[config.mk]
export PLATFORM = sky130hd
export DESIGN_NAME = lcd_pixel_command_packer
export DESIGN_NICKNAME = d
export VERILOG_FILES = /design/src/design/lpcp_pkg.sv /design/src/design/lcd_pixel_command_packer.sv /design/src/design/lpcp_front.sv /design/src/design/lpcp_fifo.sv /design/src/design/lpcp_back.sv
export SDC_FILE = /design/constraint.sdc
export NUM_CORES = 1
export LEC_CHECK = 0
export ABC_CLOCK_PERIOD_IN_PS = 6650
export BUFFER_PORTS_ARGS = -buffer_cell sky130_fd_sc_hd__buf_4
export CAP_MARGIN = 20
export CORE_MARGIN = 8
export CORE_UTILIZATION = 50
export CTS_CLUSTER_SIZE = 25
export DETAILED_ROUTE_END_ITERATION = 8
export PLACE_DENSITY = 0.69
export SYNTH_ARGS = -nofsm -noshare
export SYNTH_HDL_FRONTEND = slang
export SYNTH_HIERARCHICAL = 1
export SYNTH_SLANG_ARGS = --single-unit
export TNS_END_PERCENT = 20
[constraint.sdc]
create_clock -name clk_i -period 6.65 [get_ports clk_i]
set_input_delay 0.9975 -clock clk_i [delete_from_list [all_inputs] [get_ports clk_i]]
set_output_delay 0.9975 -clock clk_i [all_outputs]
set_load 0.1 [all_outputs]
[src/design/lpcp_pkg.sv]
// ----------------------------------------------------------------------------
// lpcp_pkg
// shared types and constants of the lcd pixel command packer
// ----------------------------------------------------------------------------
package lpcp_pkg;

  // link command bytes
  localparam logic [7:0] CmdColumnSet   = 8'h2A;
  localparam logic [7:0] CmdRowSet      = 8'h2B;
  localparam logic [7:0] CmdMemoryWrite = 8'h2C;
  localparam logic [7:0] CmdContrast    = 8'h25;
  localparam logic [7:0] ContrastMask   = 8'h3F;

  // bit 8 of a link word
  localparam logic DataFlag = 1'b1;
  localparam logic CmdFlag  = 1'b0;

  localparam int unsigned WordW   = 9;
  localparam int unsigned MaxWords = 7;
  localparam int unsigned CntW    = 3;

  // configuration register indexes
  localparam int unsigned CfgIdxW = 2;
  localparam logic [CfgIdxW-1:0] RegPixelFormat = 2'd0;
  localparam logic [CfgIdxW-1:0] RegFrameWidth  = 2'd1;

  localparam logic [8:0] FrameWidthReset = 9'd132;

  typedef enum logic [1:0] {
    OpWindow   = 2'd0,
    OpPixel    = 2'd1,
    OpContrast = 2'd2
  } op_e;

  typedef enum logic [1:0] {
    Fmt8  = 2'd0,
    Fmt12 = 2'd1,
    Fmt16 = 2'd2
  } fmt_e;

  // one queued job: the link words of one operation
  typedef struct packed {
    logic [MaxWords-1:0][WordW-1:0] words;
    logic [CntW-1:0]                count;
  } job_t;

endpackage

[src/design/lcd_pixel_command_packer.sv]
// ----------------------------------------------------------------------------
// lcd_pixel_command_packer
// turns display operations into 9-bit serial lcd link words
// ----------------------------------------------------------------------------
// usage
//   input channel (in_valid_i / in_stall_o): one display operation per
//   transfer: set window, pixel or set contrast; op 3 is dropped
//   output channel (out_valid_o / out_stall_i): one link word per transfer,
//   bit 8 set for data, last_word_o marks the final word of an operation
//   config channel (cfg_valid_i / cfg_ready_o): pixel format and frame
//   width, always ready, write only while the packer is idle
// timing
//   the front builds all words of an operation in the cycle it is taken and
//   queues them; the first word then passes the queue and the output register
//   the back sends one word per cycle unless stalled: a window is 7 words, a
//   pixel 1, 2 or 3 (half of the 12 bpp pixels send none), a contrast op 2
//   the output word rate of one per cycle is the limit of the whole block
// reset
//   queue and output empty, no pixel held, 8 bpp, frame width 132
// stall
//   a stalled output word holds; the queue absorbs QueueDepth jobs before
//   in_stall_o rises
// ----------------------------------------------------------------------------
module lcd_pixel_command_packer #(
  parameter int unsigned QueueDepth = 2
) (
  input  logic                          clk_i,
  input  logic                          rst_ni,
  // operation input
  input  logic                          in_valid_i,
  output logic                          in_stall_o,
  input  logic [1:0]                    op_i,
  input  logic [7:0]                    x_start_i,
  input  logic [7:0]                    y_start_i,
  input  logic [7:0]                    x_end_i,
  input  logic [7:0]                    y_end_i,
  input  logic [15:0]                   pixel_value_i,
  input  logic [7:0]                    contrast_value_i,
  // link word output
  output logic                          out_valid_o,
  input  logic                          out_stall_i,
  output logic [8:0]                    lcd_word_o,
  output logic                          last_word_o,
  // configuration writes
  input  logic                          cfg_valid_i,
  output logic                          cfg_ready_o,
  input  logic [lpcp_pkg::CfgIdxW-1:0]  cfg_index_i,
  input  logic [8:0]                    cfg_data_i
);

  logic           accept;
  logic           push;
  logic           pop;
  logic           queue_full;
  logic           head_valid;
  lpcp_pkg::job_t push_job;
  lpcp_pkg::job_t head_job;

  // stall only when the job queue has no room
  assign in_stall_o  = queue_full;
  assign accept      = in_valid_i && !queue_full;
  assign cfg_ready_o = 1'b1;

  // front: classify the operation and build its words
  lpcp_front u_front (
    .clk_i            (clk_i),
    .rst_ni           (rst_ni),
    .accept_i         (accept),
    .op_i             (op_i),
    .x_start_i        (x_start_i),
    .y_start_i        (y_start_i),
    .x_end_i          (x_end_i),
    .y_end_i          (y_end_i),
    .pixel_value_i    (pixel_value_i),
    .contrast_value_i (contrast_value_i),
    .cfg_write_i      (cfg_valid_i),
    .cfg_index_i      (cfg_index_i),
    .cfg_data_i       (cfg_data_i),
    .push_o           (push),
    .job_o            (push_job)
  );

  // job queue decouples front and back
  lpcp_fifo #(
    .Depth (QueueDepth)
  ) u_fifo (
    .clk_i       (clk_i),
    .rst_ni      (rst_ni),
    .push_i      (push),
    .push_data_i (push_job),
    .pop_i       (pop),
    .full_o      (queue_full),
    .valid_o     (head_valid),
    .head_o      (head_job)
  );

  // back: serialize words into the output register
  lpcp_back u_back (
    .clk_i        (clk_i),
    .rst_ni       (rst_ni),
    .head_valid_i (head_valid),
    .head_i       (head_job),
    .pop_o        (pop),
    .out_valid_o  (out_valid_o),
    .out_stall_i  (out_stall_i),
    .lcd_word_o   (lcd_word_o),
    .last_word_o  (last_word_o)
  );

endmodule

[src/design/lpcp_front.sv]
// ----------------------------------------------------------------------------
// lpcp_front
// accepts operations, keeps config and the held 12 bpp pixel, builds word jobs
// ----------------------------------------------------------------------------
module lpcp_front (
  input  logic                          clk_i,
  input  logic                          rst_ni,
  input  logic                          accept_i,
  input  logic [1:0]                    op_i,
  input  logic [7:0]                    x_start_i,
  input  logic [7:0]                    y_start_i,
  input  logic [7:0]                    x_end_i,
  input  logic [7:0]                    y_end_i,
  input  logic [15:0]                   pixel_value_i,
  input  logic [7:0]                    contrast_value_i,
  input  logic                          cfg_write_i,
  input  logic [lpcp_pkg::CfgIdxW-1:0]  cfg_index_i,
  input  logic [8:0]                    cfg_data_i,
  output logic                          push_o,
  output lpcp_pkg::job_t                job_o
);

  logic [1:0]  pixel_format_q;
  logic [8:0]  frame_width_q;
  logic [11:0] held_pixel_q, held_pixel_d;
  logic        have_held_q, have_held_d;

  logic        widen;
  logic        fits;
  logic [7:0]  xs_adj;
  logic [7:0]  xe_adj;

  always_ff @(posedge clk_i or negedge rst_ni) begin
    if (!rst_ni) begin
      pixel_format_q <= 2'd0;
      frame_width_q  <= lpcp_pkg::FrameWidthReset;
      held_pixel_q   <= 12'd0;
      have_held_q    <= 1'b0;
    end else begin
      if (cfg_write_i) begin
        case (cfg_index_i)
          lpcp_pkg::RegPixelFormat: pixel_format_q <= cfg_data_i[1:0];
          lpcp_pkg::RegFrameWidth:  frame_width_q  <= cfg_data_i;
          default: ;
        endcase
      end
      if (accept_i) begin
        held_pixel_q <= held_pixel_d;
        have_held_q  <= have_held_d;
      end
    end
  end

  // 12 bpp edge rule on the column range
  always_comb begin
    widen  = (lpcp_pkg::fmt_e'(pixel_format_q) == lpcp_pkg::Fmt12) && !x_end_i[0];
    fits   = (frame_width_q != 9'd0) && ({1'b0, x_end_i} < (frame_width_q - 9'd1));
    xs_adj = x_start_i;
    xe_adj = x_end_i;
    if (widen) begin
      if (fits) begin
        xe_adj = x_end_i + 8'd1;
      end else begin
        xs_adj = x_start_i - 8'd1;
      end
    end
  end

  always_comb begin
    job_o        = '0;
    held_pixel_d = held_pixel_q;
    have_held_d  = have_held_q;
    case (lpcp_pkg::op_e'(op_i))
      lpcp_pkg::OpWindow: begin
        job_o.words[0] = {lpcp_pkg::CmdFlag, lpcp_pkg::CmdColumnSet};
        job_o.words[1] = {lpcp_pkg::DataFlag, xs_adj + 8'd1};
        job_o.words[2] = {lpcp_pkg::DataFlag, xe_adj + 8'd1};
        job_o.words[3] = {lpcp_pkg::CmdFlag, lpcp_pkg::CmdRowSet};
        job_o.words[4] = {lpcp_pkg::DataFlag, y_start_i + 8'd1};
        job_o.words[5] = {lpcp_pkg::DataFlag, y_end_i + 8'd1};
        job_o.words[6] = {lpcp_pkg::CmdFlag, lpcp_pkg::CmdMemoryWrite};
        job_o.count    = 3'd7;
        have_held_d    = 1'b0;
      end
      lpcp_pkg::OpPixel: begin
        case (lpcp_pkg::fmt_e'(pixel_format_q))
          lpcp_pkg::Fmt16: begin
            job_o.words[0] = {lpcp_pkg::DataFlag, pixel_value_i[15:8]};
            job_o.words[1] = {lpcp_pkg::DataFlag, pixel_value_i[7:0]};
            job_o.count    = 3'd2;
          end
          lpcp_pkg::Fmt12: begin
            if (!have_held_q) begin
              held_pixel_d = pixel_value_i[11:0];
              have_held_d  = 1'b1;
            end else begin
              job_o.words[0] = {lpcp_pkg::DataFlag, held_pixel_q[11:4]};
              job_o.words[1] = {lpcp_pkg::DataFlag, held_pixel_q[3:0], pixel_value_i[11:8]};
              job_o.words[2] = {lpcp_pkg::DataFlag, pixel_value_i[7:0]};
              job_o.count    = 3'd3;
              have_held_d    = 1'b0;
            end
          end
          default: begin
            job_o.words[0] = {lpcp_pkg::DataFlag, pixel_value_i[7:0]};
            job_o.count    = 3'd1;
          end
        endcase
      end
      lpcp_pkg::OpContrast: begin
        job_o.words[0] = {lpcp_pkg::CmdFlag, lpcp_pkg::CmdContrast};
        job_o.words[1] = {lpcp_pkg::DataFlag, contrast_value_i & lpcp_pkg::ContrastMask};
        job_o.count    = 3'd2;
      end
      default: ;
    endcase
  end

  // jobs with no words never enter the queue
  assign push_o = accept_i && (job_o.count != '0);

endmodule

[src/design/lpcp_fifo.sv]
// ----------------------------------------------------------------------------
// lpcp_fifo
// short register queue of word jobs between front and back
// ----------------------------------------------------------------------------
module lpcp_fifo #(
  parameter int unsigned Depth = 2
) (
  input  logic           clk_i,
  input  logic           rst_ni,
  input  logic           push_i,
  input  lpcp_pkg::job_t push_data_i,
  input  logic           pop_i,
  output logic           full_o,
  output logic           valid_o,
  output lpcp_pkg::job_t head_o
);

  localparam int unsigned PtrW = (Depth > 1) ? $clog2(Depth) : 1;
  localparam int unsigned CntW = $clog2(Depth + 1);
  localparam logic [PtrW-1:0] LastPtr = PtrW'(Depth - 1);
  localparam logic [CntW-1:0] FullCnt = CntW'(Depth);

  lpcp_pkg::job_t  mem_q [Depth];
  logic [PtrW-1:0] wr_ptr_q, rd_ptr_q;
  logic [CntW-1:0] count_q;
  logic            do_push, do_pop;

  assign full_o  = (count_q == FullCnt);
  assign valid_o = (count_q != '0);
  assign head_o  = mem_q[rd_ptr_q];
  assign do_push = push_i && !full_o;
  assign do_pop  = pop_i && valid_o;

  always_ff @(posedge clk_i) begin
    if (do_push) begin
      mem_q[wr_ptr_q] <= push_data_i;
    end
  end

  always_ff @(posedge clk_i or negedge rst_ni) begin
    if (!rst_ni) begin
      wr_ptr_q <= '0;
      rd_ptr_q <= '0;
      count_q  <= '0;
    end else begin
      if (do_push) begin
        wr_ptr_q <= (wr_ptr_q == LastPtr) ? '0 : wr_ptr_q + 1'b1;
      end
      if (do_pop) begin
        rd_ptr_q <= (rd_ptr_q == LastPtr) ? '0 : rd_ptr_q + 1'b1;
      end
      case ({do_push, do_pop})
        2'b10:   count_q <= count_q + 1'b1;
        2'b01:   count_q <= count_q - 1'b1;
        default: ;
      endcase
    end
  end

endmodule

[src/design/lpcp_back.sv]
// ----------------------------------------------------------------------------
// lpcp_back
// walks the head job word by word into the output register
// ----------------------------------------------------------------------------
module lpcp_back (
  input  logic           clk_i,
  input  logic           rst_ni,
  input  logic           head_valid_i,
  input  lpcp_pkg::job_t head_i,
  output logic           pop_o,
  output logic           out_valid_o,
  input  logic           out_stall_i,
  output logic [8:0]     lcd_word_o,
  output logic           last_word_o
);

  logic [lpcp_pkg::CntW-1:0] idx_q, idx_d;
  logic                      out_valid_q, out_valid_d;
  logic [8:0]                lcd_word_q;
  logic                      last_word_q;
  logic                      load;
  logic                      is_last;

  assign load    = head_valid_i && (!out_valid_q || !out_stall_i);
  assign is_last = (idx_q == (head_i.count - 1'b1));
  assign pop_o   = load && is_last;

  always_comb begin
    idx_d       = idx_q;
    out_valid_d = out_valid_q;
    if (load) begin
      idx_d       = is_last ? '0 : idx_q + 1'b1;
      out_valid_d = 1'b1;
    end else if (!out_stall_i) begin
      out_valid_d = 1'b0;
    end
  end

  always_ff @(posedge clk_i or negedge rst_ni) begin
    if (!rst_ni) begin
      idx_q       <= '0;
      out_valid_q <= 1'b0;
    end else begin
      idx_q       <= idx_d;
      out_valid_q <= out_valid_d;
    end
  end

  always_ff @(posedge clk_i) begin
    if (load) begin
      lcd_word_q  <= head_i.words[idx_q];
      last_word_q <= is_last;
    end
  end

  assign out_valid_o = out_valid_q;
  assign lcd_word_o  = lcd_word_q;
  assign last_word_o = last_word_q;

endmodule
**After elaboration in Yosys (flattened, before gate mapping)**

Memories as Yosys holds them, arrays and structs flattened.
Cells that the tools add are included.
W data, S select, Z words.

- Bitwise gates (word level): 1
- $add $sub $neg: 13
- Muxes and demuxes: 24
- Equal/unequal tests: 11
- Reduce and logical (&&, ||, !) cells: 24
- Order comparisons: 2

Operator list:

| kind | count |
|---|---|
| $pmux W21 S3 | 1 |
| $add A8 B1 Y8 const B | 5 |
| $pmux W9 S2 | 2 |
| $mux W33 | 1 |
| $mux W8 | 4 |
| $mux W30 | 1 |
| $bmux W9 S3 | 1 |
| $pmux W12 S2 | 1 |
| $mux W9 | 2 |
| $lt A8 B9 Y1 | 1 |
| $reduce_bool A9 Y1 | 1 |
| $sub A9 B1 Y9 const B | 1 |
| $eq A2 B1 Y1 const B | 4 |
| $eq A2 B2 Y1 const B | 4 |
| $logic_and A1 B1 Y1 | 8 |
| $mux W1 | 8 |
| $sub A8 B1 Y8 const B | 1 |
| $reduce_bool A2 Y1 | 3 |
| $logic_not A1 Y1 | 4 |
| $logic_not A2 Y1 | 2 |
| $lt A3 B4 Y1 const B | 1 |
| $ne A2 B1 Y1 const B | 2 |
| $pmux W2 S2 | 1 |
| $reduce_and A2 Y1 | 2 |
| other kinds (13) | 14 |

- Word-level logic and storage cells: 87
- Output and inout port bits: 13
- Register bits after elaboration: 42
- Memories kept: 1
- Memory bits (writable): 126
- Input port bits: 74

Memories:

| name | words | width | rd ports | clocked after Yosys merged registers in | write ports | RTL line | RTL |
|---|---|---|---|---|---|---|---|
| u_fifo.mem_q | 2 | 63 | 1 | 0 | 1 | lpcp_fifo.sv:23 | `lpcp_pkg::job_t mem_q [Depth];` |

**Longest topological paths before layout**

- Word-level depth: 12
- Gate-level depth with buffers: 21
- Gate-level depth less buffers: 20

**Hierarchy**

The synthesis kept the hierarchy.

By module, submodules not included:

| module | seq. area each (um2) | times used | area an instance (um2) | cells each |
|---|---|---|---|---|
| lpcp_fifo | 4,063.9 | 1 | 5,074.9 | 223 |
| lpcp_front | 603.1 | 1 | 2,922.8 | 364 |
| lpcp_back | 400.4 | 1 | 1,077.3 | 87 |
| lcd_pixel_command_packer | 0.0 | 1 | 25.0 | 3 |

**Least setup slack after synthesis**

Ideal clock, no wire load.

- Path type: reg2reg
- From: reg u_front.pixel_format_q[1]
- To: mem u_fifo/mem_q[0][0] (netlist name) (enable)
- Stages on the path, launching flop included: 10
- Path buffers: 1
- Setup time: 0.490 ns
- Arrival time: 4.447 ns
- Clock period less this slack: 4.937 ns
- Data required time: 6.160 ns
- Path slack: 1.713 ns
- Path through: dfrtp_1 > inv_1 > ha_1 > and2_1 > clkbuf_1 > nor2_1 > o31ai_1 > o21a_1 > nand2_1 > nor2_1

RTL lines:

| what | RTL line | RTL |
|---|---|---|
| start: declaration | lpcp_front.sv:23 | `logic [1:0] pixel_format_q;` |
| start signal: assignment | lpcp_front.sv:42 | `lpcp_pkg::RegPixelFormat: pixel_format_q <= cfg_data_i[1:0];` |
| end: declaration | lpcp_fifo.sv:23 |  |

==> results.cfg <==
[place]
place_ws_ps = 2015
place_hpwl_um = 13550
gp_congestion = 0.8377
io_buffers = 83
place_area_um2 = 9768

[clock_network]
clkLatencyLatePin_ps = 420
ctsResizeCount = 0
cts_buffers = 17
cts_tree = built
h-tree-depth = 4
clock-sinks = 174
cts_root_buffer = clkbuf_16
clockBufferDepth = 2
postCtsHoldBufs = 0
clk_pin_slew_worst_paths_ps = 70
post_cts_buffers = 0

[finish]
final_nets = 836
area_growth_pct = 14.20
final_core_util = 0.5805
antenna_cells = 0
drive_gt1_frac = 0.3232
fin_area_um2 = 10390

[global_routing]
antenna_found_initial = 0
grt_pass1_wl_um = 29880
first_global_vias = 5788
grt-ovfl-total = 0
grt_util_all_layers = 0.1703
grt_max_degree = 44

[timing]
skew_ps = 7.977
fin_ws_ps = 1952
fin_crit_sh = 0.7064
drv_slew = 0
final-setup-viol-count = 0
fin_crit_ps = 4698
rsz0062_at_grt = false
fin_tns_setup_ps = 0
finalHoldViolCount = 0
relSlewSlack = 0.4304
fmax_mhz = 212.9
whs_ps = 508.1
tightest_slew_ps = 854.4

[synthesis]
yosysUniqueCellTypes = 66
ys.flop_type = edfxtp_1
synth-seq-cells = 174
synthCells = 677
synth_area_leaders = edfxtp_1 47%, mux2_2 8.3%, dfrtp_1 8.2%, mux2_4 4.9%, ha_1 2.7%
ys_warn_count = 6
yosysTopAreaCell = edfxtp_1
syn_area_per_cell_um2 = 13.44
ys_seq_area_frac = 0.5569
synth_edf_count = 142
yosysTopAreaCellShare = 0.4686
async_flop_share = 0.1839
syn-cell-area_um2 = 9100

[power]
cellPowerDensity_nw_per_um2 = 414.3
p_switching_mw = 1.509
power.leakage_nw = 3.927
swShare = 0.3504
clkPwrFrac = 0.232
vdd_drop_max_v = 0.0004509
sequentialPowerShare = 0.389
p_comb_frac = 0.378
p_int_mw = 2.797

[die]
io_pins = 87
num_rows = 49
die_h_um = 150.9
core-area_um2 = 17900
fp.dieW_um = 150.9
dieArea_um2 = 22770
initial_utilization = 0.5083

[route]
drc = 0
first_pass_iters = 5
wire_per_inst_um = 19.30
via_per_inst = 5.728
drtIter0Drc = 354
routed-via-count = 5636
wirelength_um = 18990
ant_nets = 0

[outcome]
status = complete, no violations

[setup_path]
crit_required_ps = 6800
cp-start-kind = register
worstSetupEndpointType = register
cp_data_arrival_time_ps = 4850
cp_max_fo = 14
critPathKind = register to register

[run]
cap_viol_max_count = 0

[min_path]
hold_class = register to register
==> per-layer routing <==
layer / vias up / wire length [µm] / GRT usage
li1: 2627 / - / -
met1: 2812 / 8208 / 0.2154
met2: 170 / 9404 / 0.2864
met3: 27 / 1075 / 0.03197
met4: 0 / 306 / 0.06235
met5: - / 0 / 0
==> Yosys cell counts, types with 5 or more instances <==
master,number
edfxtp_1,142
mux2_2,67
nor2_1,55
dfrtp_1,30
mux2_4,30
buf_4,27
a21oi_1,25
a22oi_1,25
xnor2_1,24
ha_1,20
nand2_1,20
inv_1,19
clkbuf_1,17
xor2_1,17
nand3_1,15
nor3_1,13
o21ai_0,13
mux4_2,9
and3_1,8
a21o_1,6
mux2i_1,6
o22ai_1,6
nand2b_1,5
nor2b_1,5
==> layout by cell type, fill, tap and decap left out, drive strengths merged, types with 17 or more instances in the layout <==
cell type and instances:
edfxtp 142, mux2 97, buf 90, nor2 55
dfrtp 30, a22oi 25, a21oi 25, xnor2 24
inv 21, nand2 20, ha 20, clkbuf 19
xor2 17
==> registers in the layout, summed over array words and instances (netlist names), 2 cells and up <==
name                    cells
u_front/held_pixel_q       12
u_back/idx_q                3
u_fifo/mem_q              132
u_front/frame_width_q       9
u_front/pixel_format_q      2
u_back/lcd_word_o           9
u_fifo/count_q              2
==> layout make-up <==
cell class	count	area (µm²)
fill	1416	7510
tap	229	286.5
clock buffer	19	432.9
sequential	174	5069
clock inverter	13	163.9
multi-input combinational	440	3669
timing repair buffer	90	700.7
inverter	19	71.32
==> worst max-delay path, stage by stage (launching register included) <==
cell,delay [ps]
dfrtp_1,430
or4_4,580
nor4_1,250
xnor2_1,160
ha_1,260
and3_1,200
a221oi_1,380
a211o_1,350
a31oi_4,240
xnor2_1,220
ha_1,220
inv_1,140
nor3_1,70
a211o_1,260
mux2i_1,160
xor2_1,90
mux2i_1,260
o22ai_1,150
==> metrics by stage <==
stage / instances / power, mW
global placement: 949 / 3.267
floorplan: 687 / 2.963
finish: 984 / 4.306
CTS: 982 / 4.315
global route: 984 / 4.502
detailed placement: 950 / 3.319
==> final timing paths <==
| check | startpoint | to | slack, ps | cells after the start |
|---|---|---|---|---|
| min in group asynchronous | rst_ni | u_back/out_valid_o$_DFFE_PN0P_ | 520 | 1 |
| worst min-delay path | u_front/held_pixel_q[4]$_DFFE_PN0P_ | u_front/held_pixel_q[4]$_DFFE_PN0P_ | 510 | 1 |
| max in group asynchronous | rst_ni | u_front/frame_width_q[2]$_DFFE_PN1P_ | 5780 | 1 |
| worst max register to register | u_front/frame_width_q[3]$_DFFE_PN0P_ | u_fifo/mem_q[1][16]$_DFFE_PP_ | 1950 | 17 |
| worst min register to register | u_front/held_pixel_q[4]$_DFFE_PN0P_ | u_front/held_pixel_q[4]$_DFFE_PN0P_ | 510 | 1 |
| worst max-delay path | u_front/frame_width_q[3]$_DFFE_PN0P_ | u_fifo/mem_q[1][16]$_DFFE_PP_ | 1950 | 17 |
==> power by group through the flow <==
stage | combinational [mW] | clock [mW] | sequential [mW]
6_report | 1.63 | 1.00 | 1.68
5_1_grt | 1.74 | 1.06 | 1.71
4_1_cts | 1.59 | 1.01 | 1.71
3_5_place_dp | 1.59 | 0 | 1.73
3_3_place_gp | 1.55 | 0 | 1.72
2_1_floorplan | 1.08 | 0 | 1.88
==> cells by family (layout without fill, tap and decap cells) <==
logic type      Yosys count  in the layout  synth area share
flops                   174            174            0.5569
simple gates            149            149           0.08346
mux                     112            112            0.1613
compound gates          105            105           0.08291
buf+inv                  73            141           0.04510
xor+xnor                 42             42           0.04207
fa+ha+maj                20             20           0.02750
other cells               2             12         0.0008253
Note: power is estimated with default switching activity, not from simulation.
